[config.mk]
export PLATFORM = sky130hd
export DESIGN_NAME = tie_rstmem
export DESIGN_NICKNAME = d
export VERILOG_FILES = /design/src/toy_isa_execute_unit_defines.svh /design/src/tie_pkg.sv /design/src/tie_rstmem.sv
export SDC_FILE = /design/constraint.sdc
export NUM_CORES = 1
export LEC_CHECK = 0
export BUFFER_PORTS_ARGS = -buffer_cell sky130_fd_sc_hd__clkbuf_2
export CORE_MARGIN = 2
export CORE_UTILIZATION = 59
export CTS_BUF_LIST = sky130_fd_sc_hd__clkbuf_16
export DETAILED_ROUTE_END_ITERATION = 12
export PLACE_DENSITY_LB_ADDON = 0.2
export SYNTH_ARGS = -nofsm -noshare
export SYNTH_HDL_FRONTEND = slang
export SYNTH_SLANG_ARGS = --single-unit
[constraint.sdc]
create_clock -name clk -period 7.7 [get_ports clk]
set_input_delay 1.925 -clock clk [delete_from_list [all_inputs] [get_ports clk]]
set_output_delay 1.925 -clock clk [all_outputs]
set_load 0.005 [all_outputs]
[src/toy_isa_execute_unit_defines.svh]
// Assertion macros shared by the RTL files.
`ifndef TOY_ISA_EXECUTE_UNIT_DEFINES_SVH
`define TOY_ISA_EXECUTE_UNIT_DEFINES_SVH

// Implication checked on every clock edge outside reset.
`define TIE_ASSERT_IMP(label, ante, cons, msg) \
  label: assert property (@(posedge clk) disable iff (!rst_n) (ante) |-> (cons)) \
    else $error(msg);

// Implication whose consequent is checked in the cycle after the antecedent.
`define TIE_ASSERT_NEXT(label, ante, cons, msg) \
  label: assert property (@(posedge clk) disable iff (!rst_n) (ante) |=> (cons)) \
    else $error(msg);

`endif

[src/tie_pkg.sv]
`default_nettype none
package tie_pkg;

  localparam int DATA_WORDS_DEF  = 1024;
  localparam int STACK_DEPTH_DEF = 8;
  localparam int REG_COUNT       = 8;
  localparam int REG_IDX_W       = 3;
  localparam logic [15:0] START_PC_RST = 16'd10;

  // Item kinds
  localparam logic [1:0] KIND_EXEC   = 2'd0;
  localparam logic [1:0] KIND_WR_MEM = 2'd1;
  localparam logic [1:0] KIND_WR_REG = 2'd2;
  localparam logic [1:0] KIND_RD_REG = 2'd3;

  // Error codes
  localparam logic [1:0] ERR_NONE  = 2'd0;
  localparam logic [1:0] ERR_FULL  = 2'd1;
  localparam logic [1:0] ERR_EMPTY = 2'd2;
  localparam logic [1:0] ERR_DIV0  = 2'd3;

  // Opcodes
  localparam logic [7:0] OP_LD   = 8'h40;
  localparam logic [7:0] OP_ST   = 8'h41;
  localparam logic [7:0] OP_ADD  = 8'h50;
  localparam logic [7:0] OP_SUB  = 8'h51;
  localparam logic [7:0] OP_MUL  = 8'h52;
  localparam logic [7:0] OP_DIV  = 8'h53;
  localparam logic [7:0] OP_MOD  = 8'h54;
  localparam logic [7:0] OP_PUSH = 8'h60;
  localparam logic [7:0] OP_POP  = 8'h61;
  localparam logic [7:0] OP_LEA  = 8'h70;
  localparam logic [7:0] OP_JMP  = 8'h80;
  localparam logic [7:0] OP_JNE  = 8'h81;
  localparam logic [7:0] OP_JE   = 8'h82;
  localparam logic [7:0] OP_JB   = 8'h83;
  localparam logic [7:0] OP_JA   = 8'h84;
  localparam logic [7:0] OP_CMP  = 8'h90;

  // Multiply/divide unit control
  typedef struct packed {
    logic go;
    logic mul;
  } md_req_t;

  typedef struct packed {
    logic done;
    logic ov;
  } md_rsp_t;

endpackage
`default_nettype wire

[src/tie_rstmem.sv]
`default_nettype none
// Small synchronous memory, one write and one registered read port.
// Entries never written since reset read as zero.
module tie_rstmem #(
  parameter int DEPTH = tie_pkg::REG_COUNT
) (
  input  wire logic                     clk,
  input  wire logic                     rst_n,
  input  wire logic                     we,
  input  wire logic [$clog2(DEPTH)-1:0] waddr,
  input  wire logic [31:0]              wdata,
  input  wire logic [$clog2(DEPTH)-1:0] raddr,
  output logic      [31:0]              rdata
);

  logic [31:0]      mem [DEPTH];
  logic [DEPTH-1:0] vld_r;
  logic [31:0]      rdata_r;

  // valid bits
  always_ff @(posedge clk) begin
    if (!rst_n) begin
      vld_r <= '0;
    end else if (we) begin
      vld_r[waddr] <= 1'b1;
    end
  end

  // storage and registered read
  always_ff @(posedge clk) begin
    if (we) begin
      mem[waddr] <= wdata;
    end
    rdata_r <= vld_r[raddr] ? mem[raddr] : '0;
  end

  assign rdata = rdata_r;

endmodule
`default_nettype wire

# After elaboration in Yosys (flattened, before gate mapping)
# Memories as Yosys holds them, arrays and structs flattened. A register that Yosys moved wholly into a read port is not among the register bits.
# Cells that the tools add are included.
totals:
  regBits: 8
  ram_bits: 256
  output_inout_bits: 32
  wordCells: 14
  memories: 1
op_classes:
  n_lt_le_gt_ge: 3
  n_mux: 6
  n_bitwise: 1
  n_reduce_logical: 2
mem_list:
  columns: ["memory", "words", "word_bits", "read_ports", "rd_ports_with_merged_regs", "write_ports", "line", "text"]
  rows:
  - ["mem", 8, 32, 1, 1, 1, "tie_rstmem.sv:16", "logic [31:0] mem [DEPTH];"]
ops:
  columns: ["operator", "n"]
  rows:
  - ["$lt 3x4->1 const B", 2]
  - ["$or 8x8->8", 1]
  - ["$mux 1", 4]
  - ["$bmux 1 s3", 1]
  - ["$demux 1 s3", 1]
  - ["$ge 3x1->1 const B", 1]
  - ["$logic_and 1x1->1", 1]
  - ["$logic_not 1->1", 1]

# Longest topological paths before layout
depth:
  depth_word: 5
  mapped_depth: 5

# Worst setup path after synthesis
# OpenSTA, ideal clock, no wires.
synth_timing:
  kind: "input -> register"
  start: "in waddr[2]"
  end: "mem mem[0][0], enable pin"
  setup_ps: 464
  arrival_ps: 4360
  required_time_ps: 7236
  slack_ps: 2876
  cell_stages: 2
  n_path_buf: 0
  cell_sequence: "nand2b_1 nor3_1"
synth_rtl:
  columns: ["element", "line", "text"]
  rows:
  - ["from (decl)", "tie_rstmem.sv:10", "input wire logic [$clog2(DEPTH)-1:0] waddr,"]
  - ["to (decl)", "tie_rstmem.sv:16", null]
# Straight into the memory's write port.

# Worst setup path in the final report
layout_timing:
  start: "in raddr[1]"
  end: "reg rdata_r[5], in the netlist rdata[5], read port of mem"
layout_between:
  elab_chain_cells: 3
layout_lines:
  columns: ["element", "line", "text"]
  rows:
  - ["from (decl)", "tie_rstmem.sv:12", "input wire logic [$clog2(DEPTH)-1:0] raddr,"]
  - ["$bmux 1 s3", "tie_rstmem.sv:34", "rdata_r <= vld_r[raddr] ? mem[raddr] : '0;"]
  - ["$mux 1 (not written as such)", "tie_rstmem.sv:34", null]
  - ["$logic_not 1->1 (no line)", null, null]
  - ["to (decl)", "tie_rstmem.sv:18", "logic [31:0] rdata_r;"]
# Several ways; a longest one is shown, not always the timed one. The select of a mux whose other input is x is not followed.
# A chain may end at the register's enable or synchronous reset.

==> impl_metrics.json <==
{
  "dp_slack_ps": 3410,
  "power_density_mw_per_mm2": 271,
  "fp.dieH_um": 139,
  "synth_area_mm2": 0.0107,
  "area_growth_syn_to_layout_pct": 14.6,
  "rrSetupSlack_ps": 5790,
  "final_cell_count_no_fill": 815,
  "grt_pass1_vias": 5151,
  "tritoncts": "yes",
  "arrival_ps": 4080,
  "coreArea_mm2": 0.0179,
  "yosysSeqAreaShare": 0.791,
  "rsz0062_at_grt": "false",
  "p_leak_uw": 0.00424,
  "synth-seq-cells": 296,
  "setup_slack_ps": 4030,
  "maxSlewViolCount": 0,
  "crit_cells": 5,
  "ys_warn_count": 0,
  "fin_util": 0.687,
  "max-cap-violations": 0,
  "start_util": 0.600,
  "dp_hpwl_um": 9930,
  "die_w_um": 139,
  "synth_nets": 511,
  "intPower_uw": 2680,
  "vias_per_cell": 5.90,
  "startpoint_type": "primary input",
  "peakVddDrop_v": 0.000195,
  "critPathTopFamily": "buffers and inverters",
  "num_vias": 4807,
  "grt_max_degree": 48,
  "max_freq_mhz": 272,
  "multi_input_comb_area_mm2": 0.00213,
  "fp.dieArea_mm2": 0.0193,
  "regArea_mm2": 0.00849,
  "relSlewSlack": 0.380,
  "grt_antenna_before_repair": 0,
  "post_drt_wl_per_cell_um": 23.3,
  "period_needed_ps": 3670,
  "ios": 73,
  "cts_hold_buffers": 0,
  "hold_depth": 1,
  "grt_overflow": 0,
  "drt-total-wl_um": 19000,
  "crit_start": "raddr[1]",
  "cts_max_level": 1,
  "nFillCells": 1122,
  "fin_worst_skew_ps": 11.9,
  "antenna_left": 0,
  "tns_ps": 0,
  "p_sw_frac": 0.195,
  "final_nets": 604,
  "yosys-top-cells-area": "edfxtp_1 (72%), mux4_2 (13%), dfxtp_1 (7.5%)",
  "worst_pin_slew_ps": 930,
  "drc": 0,
  "cts_buffer_depth": 3,
  "first_pass_iters": 4,
  "clk_latency_ps": 530,
  "synth_top_cell_area_share": 0.716,
  "slowest_stage": "buf_4",
  "pwr-share-comb": 0.047,
  "gp_congestion": 0.712,
  "reg2reg_to": "rdata[5]$_SDFF_PN0_",
  "rows": 49,
  "hold_path_class": "register to register",
  "cp.required_ps": 8100,
  "cpMostUsedCell": "buf_4",
  "post-cts-setup-buffer-count": 0,
  "antenna_cells": 0,
  "drive_above_1_share": 0.334,
  "yosysTopAreaCell": "edfxtp_1",
  "port-buffer-count": 72,
  "endpoint_kind": "register",
  "synth_area_per_cell_um2": 22.8,
  "layout_worst_path_cycle_share": 0.477,
  "grt_use_total": 0.203,
  "r2r_start": "vld_r[1]$_SDFFE_PN0P_",
  "ctsResizeCount": 0,
  "cts_sinks": 296,
  "critPathBufInv": 3,
  "max_stage_delay_ps": 680,
  "post-place-cells": 761,
  "cp-endpoint": "rdata[5]$_SDFF_PN0_",
  "rr_worst_depth": 4,
  "synth.distinct_cells": 15,
  "critical_path.max_fanout": 47,
  "drtIter0Drc": 270,
  "setup_viol": 0,
  "report.final.hold_viol_count": 0,
  "path_clk_slew_ps": 60,
  "cts_root_buffer": "clkbuf_16",
  "netlist_instances": 470,
  "path_cells": "buf_2, buf_4, mux2i_4, buf_4, nor2_1",
  "worstSetupPathType": "primary input to register",
  "seqPwrFrac": 0.543,
  "switching_power_uw": 650,
  "clockPowerShare": 0.411,
  "cts_made_buffers": 29,
  "grt_pass1_wl_um": 29500,
  "status": "finished, final reports clean"
}
[flip-flops by register name, indices dropped and copies added (netlist names)]
name / flops
mem: 256
vld_r: 8
rdata: 32
[power by group through the flow]
| stage | registers, uW | logic, uW | clock network, uW |
|---|---|---|---|
| 6_report | 1810 | 155 | 1370 |
| 5_1_grt | 1810 | 169 | 1460 |
| 4_1_cts | 1810 | 158 | 1400 |
| 3_5_place_dp | 1840 | 157 | 0 |
| 3_3_place_gp | 1840 | 153 | 0 |
| 2_1_floorplan | 1840 | 101 | 0 |
[layout by cell type (no fill, tap or decap), types with 2 or more instances in the layout]
| cell | netlist | layout |
|---|---|---|
| clkinv_1 | 0 | 7 |
| bufinv_16 | 0 | 4 |
| mux4_2 | 64 | 64 |
| o21a_1 | 8 | 8 |
| mux2i_1 | 32 | 32 |
| nor3_2 | 0 | 2 |
| clkinv_2 | 0 | 4 |
| edfxtp_1 | 256 | 256 |
| mux4_1 | 2 | 2 |
| inv_1 | 0 | 8 |
| nor2_4 | 0 | 6 |
| nor2_1 | 38 | 32 |
| buf_4 | 0 | 13 |
| dfxtp_1 | 40 | 40 |
| nand2b_1 | 3 | 3 |
| nand2_1 | 2 | 2 |
| clkbuf_16 | 0 | 29 |
| clkbuf_2 | 0 | 70 |
[kinds of logic after synthesis]
logic type	after synthesis	share of synthesized area
compound gates	8	0.00560
buf+inv	22	0.0157
flops	296	0.791
mux	99	0.171
simple gates	45	0.0167
[final cells by class]
cell class,count,share of cell area
clock inverters,25,0.0176
multi-input cells,152,0.173
well taps,229,0.0233
flip-flops and latches,296,0.690
clock buffers,29,0.0590
repair buffers,84,0.0368
[synthesized netlist by cell type]
master and count:
buf_1 1, buf_2 9, buf_6 10, clkbuf_1 2
dfxtp_1 40, edfxtp_1 256, mux2i_1 32, mux2i_4 1
mux4_1 2, mux4_2 64, nand2_1 2, nand2b_1 3
nor2_1 38, nor3_1 2, o21a_1 8
[metrics by stage]
step	hold slack, ps	area [um2]	total power [uW]
after floorplan	432	10700	1940
after global placement	439	11400	1990
after detailed placement	450	11400	2000
after CTS	464	12300	3360
after global routing	472	12300	3440
final	459	12300	3330
[worst register-to-register path: stages, from the launching register on]
cell and delay [ps]:
dfxtp_1 310, mux4_1 560, mux2i_4 460, buf_4 370, nor2_1 100
[per-layer routing]
layer / global-route usage / vias to the layer above / part of all wire
met5: 0 / - / 0
met2: 0.349 / 134 / 0.52
li1: - / 2119 / -
met3: 0.0338 / 37 / 0.051
met1: 0.274 / 2517 / 0.41
met4: 0.0606 / 0 / 0.023
[worst min path at each step]
stage | startpoint | to
final | vld_r[2]$_SDFFE_PN0P_ | vld_r[2]$_SDFFE_PN0P_
after floorplan | vld_r[1]$_SDFFE_PN0P_ | vld_r[1]$_SDFFE_PN0P_
after global routing | vld_r[2]$_SDFFE_PN0P_ | vld_r[2]$_SDFFE_PN0P_
after global placement | vld_r[3]$_SDFFE_PN0P_ | vld_r[3]$_SDFFE_PN0P_
after CTS | vld_r[2]$_SDFFE_PN0P_ | vld_r[2]$_SDFFE_PN0P_
after detailed placement | vld_r[2]$_SDFFE_PN0P_ | vld_r[2]$_SDFFE_PN0P_
Power figures use the tool's default switching activity.
