==> src/toy_isa_execute_unit_defines.svh <==
// Assertion macros shared by the RTL files.
`ifndef TOY_ISA_EXECUTE_UNIT_DEFINES_SVH
`define TOY_ISA_EXECUTE_UNIT_DEFINES_SVH

// Implication checked on every clock edge outside reset.
`define TIE_ASSERT_IMP(label, ante, cons, msg) \
  label: assert property (@(posedge clk) disable iff (!rst_n) (ante) |-> (cons)) \
    else $error(msg);

// Implication whose consequent is checked in the cycle after the antecedent.
`define TIE_ASSERT_NEXT(label, ante, cons, msg) \
  label: assert property (@(posedge clk) disable iff (!rst_n) (ante) |=> (cons)) \
    else $error(msg);

`endif

==> src/tie_pkg.sv <==
`default_nettype none
package tie_pkg;

  localparam int DATA_WORDS_DEF  = 1024;
  localparam int STACK_DEPTH_DEF = 8;
  localparam int REG_COUNT       = 8;
  localparam int REG_IDX_W       = 3;
  localparam logic [15:0] START_PC_RST = 16'd10;

  // Item kinds
  localparam logic [1:0] KIND_EXEC   = 2'd0;
  localparam logic [1:0] KIND_WR_MEM = 2'd1;
  localparam logic [1:0] KIND_WR_REG = 2'd2;
  localparam logic [1:0] KIND_RD_REG = 2'd3;

  // Error codes
  localparam logic [1:0] ERR_NONE  = 2'd0;
  localparam logic [1:0] ERR_FULL  = 2'd1;
  localparam logic [1:0] ERR_EMPTY = 2'd2;
  localparam logic [1:0] ERR_DIV0  = 2'd3;

  // Opcodes
  localparam logic [7:0] OP_LD   = 8'h40;
  localparam logic [7:0] OP_ST   = 8'h41;
  localparam logic [7:0] OP_ADD  = 8'h50;
  localparam logic [7:0] OP_SUB  = 8'h51;
  localparam logic [7:0] OP_MUL  = 8'h52;
  localparam logic [7:0] OP_DIV  = 8'h53;
  localparam logic [7:0] OP_MOD  = 8'h54;
  localparam logic [7:0] OP_PUSH = 8'h60;
  localparam logic [7:0] OP_POP  = 8'h61;
  localparam logic [7:0] OP_LEA  = 8'h70;
  localparam logic [7:0] OP_JMP  = 8'h80;
  localparam logic [7:0] OP_JNE  = 8'h81;
  localparam logic [7:0] OP_JE   = 8'h82;
  localparam logic [7:0] OP_JB   = 8'h83;
  localparam logic [7:0] OP_JA   = 8'h84;
  localparam logic [7:0] OP_CMP  = 8'h90;

  // Multiply/divide unit control
  typedef struct packed {
    logic go;
    logic mul;
  } md_req_t;

  typedef struct packed {
    logic done;
    logic ov;
  } md_rsp_t;

endpackage
`default_nettype wire

==> src/tie_muldiv.sv <==
`default_nettype none
// Bit-serial multiply (shift and add) and restoring divide, 32 steps each.
// Multiply: x = product, ov = carry out of any accumulate step.
// Divide:   z = quotient, x = remainder.
module tie_muldiv (
  input  wire logic            clk,
  input  wire logic            rst_n,
  input  wire tie_pkg::md_req_t req,
  input  wire logic [31:0]     op_a,
  input  wire logic [31:0]     op_b,
  output tie_pkg::md_rsp_t     rsp,
  output logic      [31:0]     res_x,
  output logic      [31:0]     res_z
);

  logic        busy_r;
  logic        done_r;
  logic        mul_r;
  logic        ov_r;
  logic [4:0]  cnt_r;
  logic [31:0] x_r;
  logic [31:0] y_r;
  logic [31:0] z_r;

  logic [31:0] x_nxt;
  logic [31:0] y_nxt;
  logic [31:0] z_nxt;
  logic        ov_nxt;
  logic [32:0] sum;
  logic [32:0] shifted;
  logic [33:0] diff;

  // one step of the selected operation
  always_comb begin
    sum     = {1'b0, x_r} + {1'b0, y_r};
    shifted = {x_r, z_r[31]};
    diff    = {1'b0, shifted} - {2'b00, y_r};
    if (mul_r) begin
      x_nxt  = z_r[0] ? sum[31:0] : x_r;
      ov_nxt = ov_r | (z_r[0] & sum[32]);
      y_nxt  = {y_r[30:0], 1'b0};
      z_nxt  = {1'b0, z_r[31:1]};
    end else begin
      x_nxt  = diff[33] ? shifted[31:0] : diff[31:0];
      ov_nxt = 1'b0;
      y_nxt  = y_r;
      z_nxt  = {z_r[30:0], ~diff[33]};
    end
  end

  always_ff @(posedge clk) begin
    if (!rst_n) begin
      busy_r <= 1'b0;
      done_r <= 1'b0;
      cnt_r  <= '0;
      mul_r  <= 1'b0;
      ov_r   <= 1'b0;
    end else begin
      done_r <= 1'b0;
      if (req.go) begin
        busy_r <= 1'b1;
        cnt_r  <= '0;
        mul_r  <= req.mul;
        ov_r   <= 1'b0;
      end else if (busy_r) begin
        ov_r  <= ov_nxt;
        cnt_r <= cnt_r + 5'd1;
        if (cnt_r == 5'd31) begin
          busy_r <= 1'b0;
          done_r <= 1'b1;
        end
      end
    end
  end

  // datapath
  always_ff @(posedge clk) begin
    if (req.go) begin
      x_r <= '0;
      y_r <= req.mul ? op_a : op_b;
      z_r <= req.mul ? op_b : op_a;
    end else if (busy_r) begin
      x_r <= x_nxt;
      y_r <= y_nxt;
      z_r <= z_nxt;
    end
  end

  assign rsp.done = done_r;
  assign rsp.ov   = ov_r;
  assign res_x    = x_r;
  assign res_z    = z_r;

`include "toy_isa_execute_unit_defines.svh"

  `TIE_ASSERT_IMP(a_done_one_shot, done_r, !busy_r, "done while still busy")
  `TIE_ASSERT_NEXT(a_go_busy, req.go, busy_r, "go did not start the unit")
  `TIE_ASSERT_NEXT(a_done_pulse, done_r, !done_r || req.go, "done held longer than one cycle")

endmodule
`default_nettype wire

==> config.mk <==
export PLATFORM = sky130hd
export DESIGN_NAME = tie_muldiv
export DESIGN_NICKNAME = d
export VERILOG_FILES = /design/src/tie_pkg.sv /design/src/tie_muldiv.sv
export VERILOG_INCLUDE_DIRS = /design/src /design/src/src
export SDC_FILE = /design/constraint.sdc
export NUM_CORES = 1
export LEC_CHECK = 0
export ABC_CLOCK_PERIOD_IN_PS = 3850
export BUFFER_PORTS_ARGS = -buffer_cell sky130_fd_sc_hd__clkbuf_2
export CAP_MARGIN = 20
export CORE_UTILIZATION = 54
export DETAILED_ROUTE_END_ITERATION = 12
export PLACE_DENSITY = 0.83
export REMOVE_ABC_BUFFERS = 1
export SYNTH_ARGS = -nofsm -noshare
export SYNTH_HDL_FRONTEND = slang
export SYNTH_SLANG_ARGS = --single-unit
==> constraint.sdc <==
create_clock -name clk -period 3.85 [get_ports clk]
set_clock_uncertainty 0.05 [all_clocks]
set_input_delay 0.77 -clock clk [delete_from_list [all_inputs] [get_ports clk]]
set_output_delay 0.77 -clock clk [all_outputs]
set_load 0.02 [all_outputs]
After elaboration in Yosys (flattened, before gate mapping)
Cells that the tools add are included.
- memories kept: 0
- bits in writable memories: 0
- latch bits: 0
- ROM bits: 0
- flip-flop bits (word level): 105
- mux-type cells: 16
- multipliers: 0
- $lt $le $gt $ge: 0
- div/mod/pow operators: 0
- shift operators: 0
- reductions and logical operators: 6
- add/subtract/negate cells: 3
- bitwise logic cells: 5
- eq/ne operators: 2
- operators with widths (kind ; number):
    $mux 32 ; 11
    $sub 33x32->34 ; 1
    $add 32x32->33 ; 1
    $add 5x1->5 const B ; 1
    $eq 5x5->1 const B ; 1
    $mux 1 ; 5
    $reduce_and 2->1 ; 2
    $reduce_bool 2->1 ; 2
    $not 1->1 ; 3
    $reduce_or 3->1 ; 1
    $ne 2x1->1 const B ; 1
    $reduce_or 2->1 ; 1
    $and 1x1->1 ; 1
    $or 1x1->1 ; 1

Longest topological paths before layout
- depth in word-level cells: 5
- mapped depth: 14
- gate-level depth less buffers: 13

Least setup slack after synthesis
No wires, ideal clock.
- kind: register -> register
- from: register x_r[0], in the netlist res_x[0]
- to: register x_r[30], in the netlist res_x[30]
- setup time: 0.080 ns
- path slack: 0.902 ns
- arrival time: 2.818 ns
- stages on the path, launching flop included: 13
- path buffers: 0
- required time: 3.720 ns
- clock period less this slack: 2.948 ns
- cell sequence: dfxtp_1 > ha_1 > inv_1 > fa_1 > nand2b_1 > a21oi_1 > o2111ai_1 > a21boi_1 > a31o_2 > a21oi_1 > o21ai_0 > mux2_2 > o211ai_1
- longest elaborated chain between the ends: 3
- elaborated cells on any way between the ends: 5
- RTL lines (item ; line ; source):
    start: declaration ; tie_muldiv.sv:21 ; logic [31:0] x_r;
    start signal: assignment ; tie_muldiv.sv:83 ; x_r <= x_nxt;
    $sub 33x32->34 / $add 32x32->33 (equally long branches) ; tie_muldiv.sv:37, tie_muldiv.sv:35 ;
    $mux 32 (on tied branches) ; tie_muldiv.sv:44, tie_muldiv.sv:39 ;
    $mux 32 * ; tie_muldiv.sv:38 ; if (mul_r) begin
Every way passes the cells marked *; elsewhere a longest branch is shown, timed or not. The select of a mux whose other input is x is not followed.
A chain may end at the register's enable or synchronous reset.

Worst setup path in the final report
- from: register y_r[27]
- to: register x_r[18], in the netlist res_x[18]
- longest elaborated chain between the ends: 3
- RTL lines (item ; line ; source):
    start: declaration ; tie_muldiv.sv:22 ; logic [31:0] y_r;
    start signal: assignment ; tie_muldiv.sv:80 ; y_r <= req.mul ? op_a : op_b;
    start signal: assignment ; tie_muldiv.sv:84 ; y_r <= y_nxt;
    $sub 33x32->34 ; tie_muldiv.sv:37 ; diff = {1'b0, shifted} - {2'b00, y_r};
    $mux 32 ; tie_muldiv.sv:44 ; x_nxt = diff[33] ? shifted[31:0] : diff[31:0];
    $mux 32 ; tie_muldiv.sv:38 ;
Every way passes these cells.

==> run_results.csv <==
group,metric,value,unit
synth,yosysMostFrequentCell,"a21oi_1",
final_layout,regArea,2740,um2
synth,ys_seq_area_share,30.3,%
die,fp.coreArea,16100,um2
flow_run,maxCapViolCount,0,
synth,ys_top_cells_by_area,"edfxtp_1, ha_1, dfxtp_1",
synth,synth_edf_count,64,
synth,yosys_warnings,0,
status,status,"complete, no violations",
sta,tightest_slew,1010,ps
sta,relSlewSlack,32.9,%
drt,firstDrtPassIters,5,
worst_setup_path,r2r_slack,580,ps
worst_setup_path,path_class,"reg2reg",
synth,netlist_top_cells_count,"a21oi_1, nor2_1, mux2i_1",
worst_setup_path,r2r_end,"res_x[18]",
synth,synthFlopType,"edfxtp_1",
pwr,power_density,361,nW/um2
synth,synth_cells,1047,
grt,grt_pass1_wl,40.8,mm
sta,rsz0062_at_grt,"false",
grt,grtUsageTotal,29.4,%
worst_setup_path,r2r_cells,12,
place,place_congestion,0.952,
place,port_buffers,133,
sta,finalCritPeriodShare,85.1,%
grt,grt_pass1_vias,7819,
drt,drtIter0Drc,726,
final_layout,area_growth,11.9,%
final_layout,drive_gt1_share,17.6,%
drt,via_count,8641,
sta,drv_slew,0,
clock_network,holdBufCountCts,0,
clock_network,cts_sinks,105,
hold_path,min_from,"cnt_r[3]",
synth,syn_avg_cell_area,8.65,um2
die,die_y,131,um
synth,async_reset_ff_share,0,%
die,die_w,131,um
pwr,power,3.66,mW
place,place_hpwl,19.3,mm
drt,drcViolationCount,0,
drt,wl_per_cell,18.6,um
clock_network,cts-buffers-inserted,9,
grt,antenna_found_initial,0,
final_layout,antenna_cells,0,
worst_setup_path,start_kind,"flop",
pwr,ir_worst_vdd,0.278,mV
final_layout,fin_nets,1287,
hold_path,hold_depth,2,
clock_network,cts_tree,"built",
sta,hold_violations,0,
sta,setup-violations-final,0,
hold_path,holdCritPathClass,"reg2reg",
grt,grt_max_degree,87,
sta,max_clock_freq,0.305,GHz
pwr,p_leak,4.50,nW
sta,setup_tns,0,ps
clock_network,clock-root-buffer,"clkbuf_16",
synth,ys_ff_latch,105,
die,rows,46,
drt,via_per_inst,6.30,
worst_setup_path,r2r_start,"y_r[27]",
clock_network,clk_path_buf_depth,2,
worst_setup_path,crit_required,4020,ps
clock_network,cts_resized,0,
clock_network,clk_latency,360,ps
synth,synth.largest_area_cell,"edfxtp_1",
worst_setup_path,critPathArrivalTime,3440,ps
worst_setup_path,cp-end-kind,"flop",
hold_path,holdPathEnd,"cnt_r[3]",
die,dieArea,17300,um2
clock_network,post_cts_buffers,0,
die,pin_count,134,
final_layout,multi_input_area,5840,um2
synth,synth_top_cell_area_share,21.2,%
drt,drt-total-wl,25.5,mm
drt,final_antenna_net_count,0,
sta,fin_crit,3270,ps
grt,globalRouteOverflowTotal,0,
worst_setup_path,critPathMaxFanout,13,
synth,synth_cell_types,85,
clock_network,clkTransAtPathRegs,70,ps
synth,syn-cell-area,9050,um2
die,start_util,56.2,%
clock_network,htree_levels,3,
final_layout,fill_cells,1377,
==> cell usage in the layout, fill, tap and decap left out, types with 25 or more instances in the layout <==
cell,n
ha_1,66
a211oi_1,39
nand2_1,60
a21o_1,25
nor2b_1,40
inv_1,50
clkbuf_2,131
a21oi_1,146
o21ai_0,44
xnor2_1,32
mux2i_1,74
dfxtp_1,40
edfxtp_1,64
nor2_1,90
==> layer usage <==
| metal | wire [um] | track usage [%] |
|---|---|---|
| met1 | 11300 | 42.8 |
| met2 | 11100 | 44.4 |
| met3 | 2550 | 4.01 |
| met4 | 547 | 10.2 |
| met5 | 0 | 0 |
==> metrics by stage <==
step	utilization (%)	setup WS (ps)	instance area (um2)	hold slack (ps)	std cells
floorplan	-	-1170	8770	417	990
CTS	62.9	620	10100	470	1372
global placement	61.1	705	9840	432	1356
detailed placement	61.1	633	9840	449	1356
global route	62.9	301	10100	484	1372
finish	62.9	575	10100	466	1372
==> worst max-delay path by stage <==
stage,to,cells past startpoint,start,slack (ps)
global route,res_x[30],12,res_x[0],300
global placement,res_x[18],12,y_r[27],700
CTS,res_x[18],12,y_r[27],620
finish,res_x[18],12,y_r[27],580
floorplan,res_x[0],7,mul_r,-1170
detailed placement,res_x[30],12,res_x[0],630
==> state kept, by name, summed over array words and instances (netlist names) <==
name and cells:
res_z 32, y_r 32, ov_r 1, mul_r 1, res_x 32, cnt_r 5, done_r 1, busy_r 1
==> layout make-up <==
cell class	count	share of cell area (%)
timing repair buffer	150	7.88
inverter	50	1.85
clock buffer	12	2.33
multi-input combinational	835	57.6
sequential	105	27.1
clock inverter	4	0.543
tap	216	2.67
==> report_power, final <==
group | internal (mW) | switching [mW]
Sequential | 1.31 | 0.124
Clock | 0.508 | 0.435
Combinational | 0.506 | 0.777
Total | 2.33 | 1.34
==> critical path, cell delays in order, from the launching register on <==
cell      delay, ps
edfxtp_1        430
inv_1            70
ha_1            370
a21o_1          210
a21oi_1         180
o21ai_0         150
and3_1          220
o32ai_1         330
or2_1           500
buf_4           250
nor2_1           70
a211oi_2        190
o32ai_1         110
==> logic make-up after synthesis <==
group	count (synthesis)	synth area share (%)
flip-flops	105	30.3
adder cells (fa/ha/maj)	68	9.56
buffers and inverters	107	5.24
AO/OA/AOI/OAI	368	26.4
multiplexers	81	9.05
XOR/XNOR	55	5.32
AND/OR/NAND/NOR	263	14.1
No activity file was read; power rests on OpenSTA's default activity.
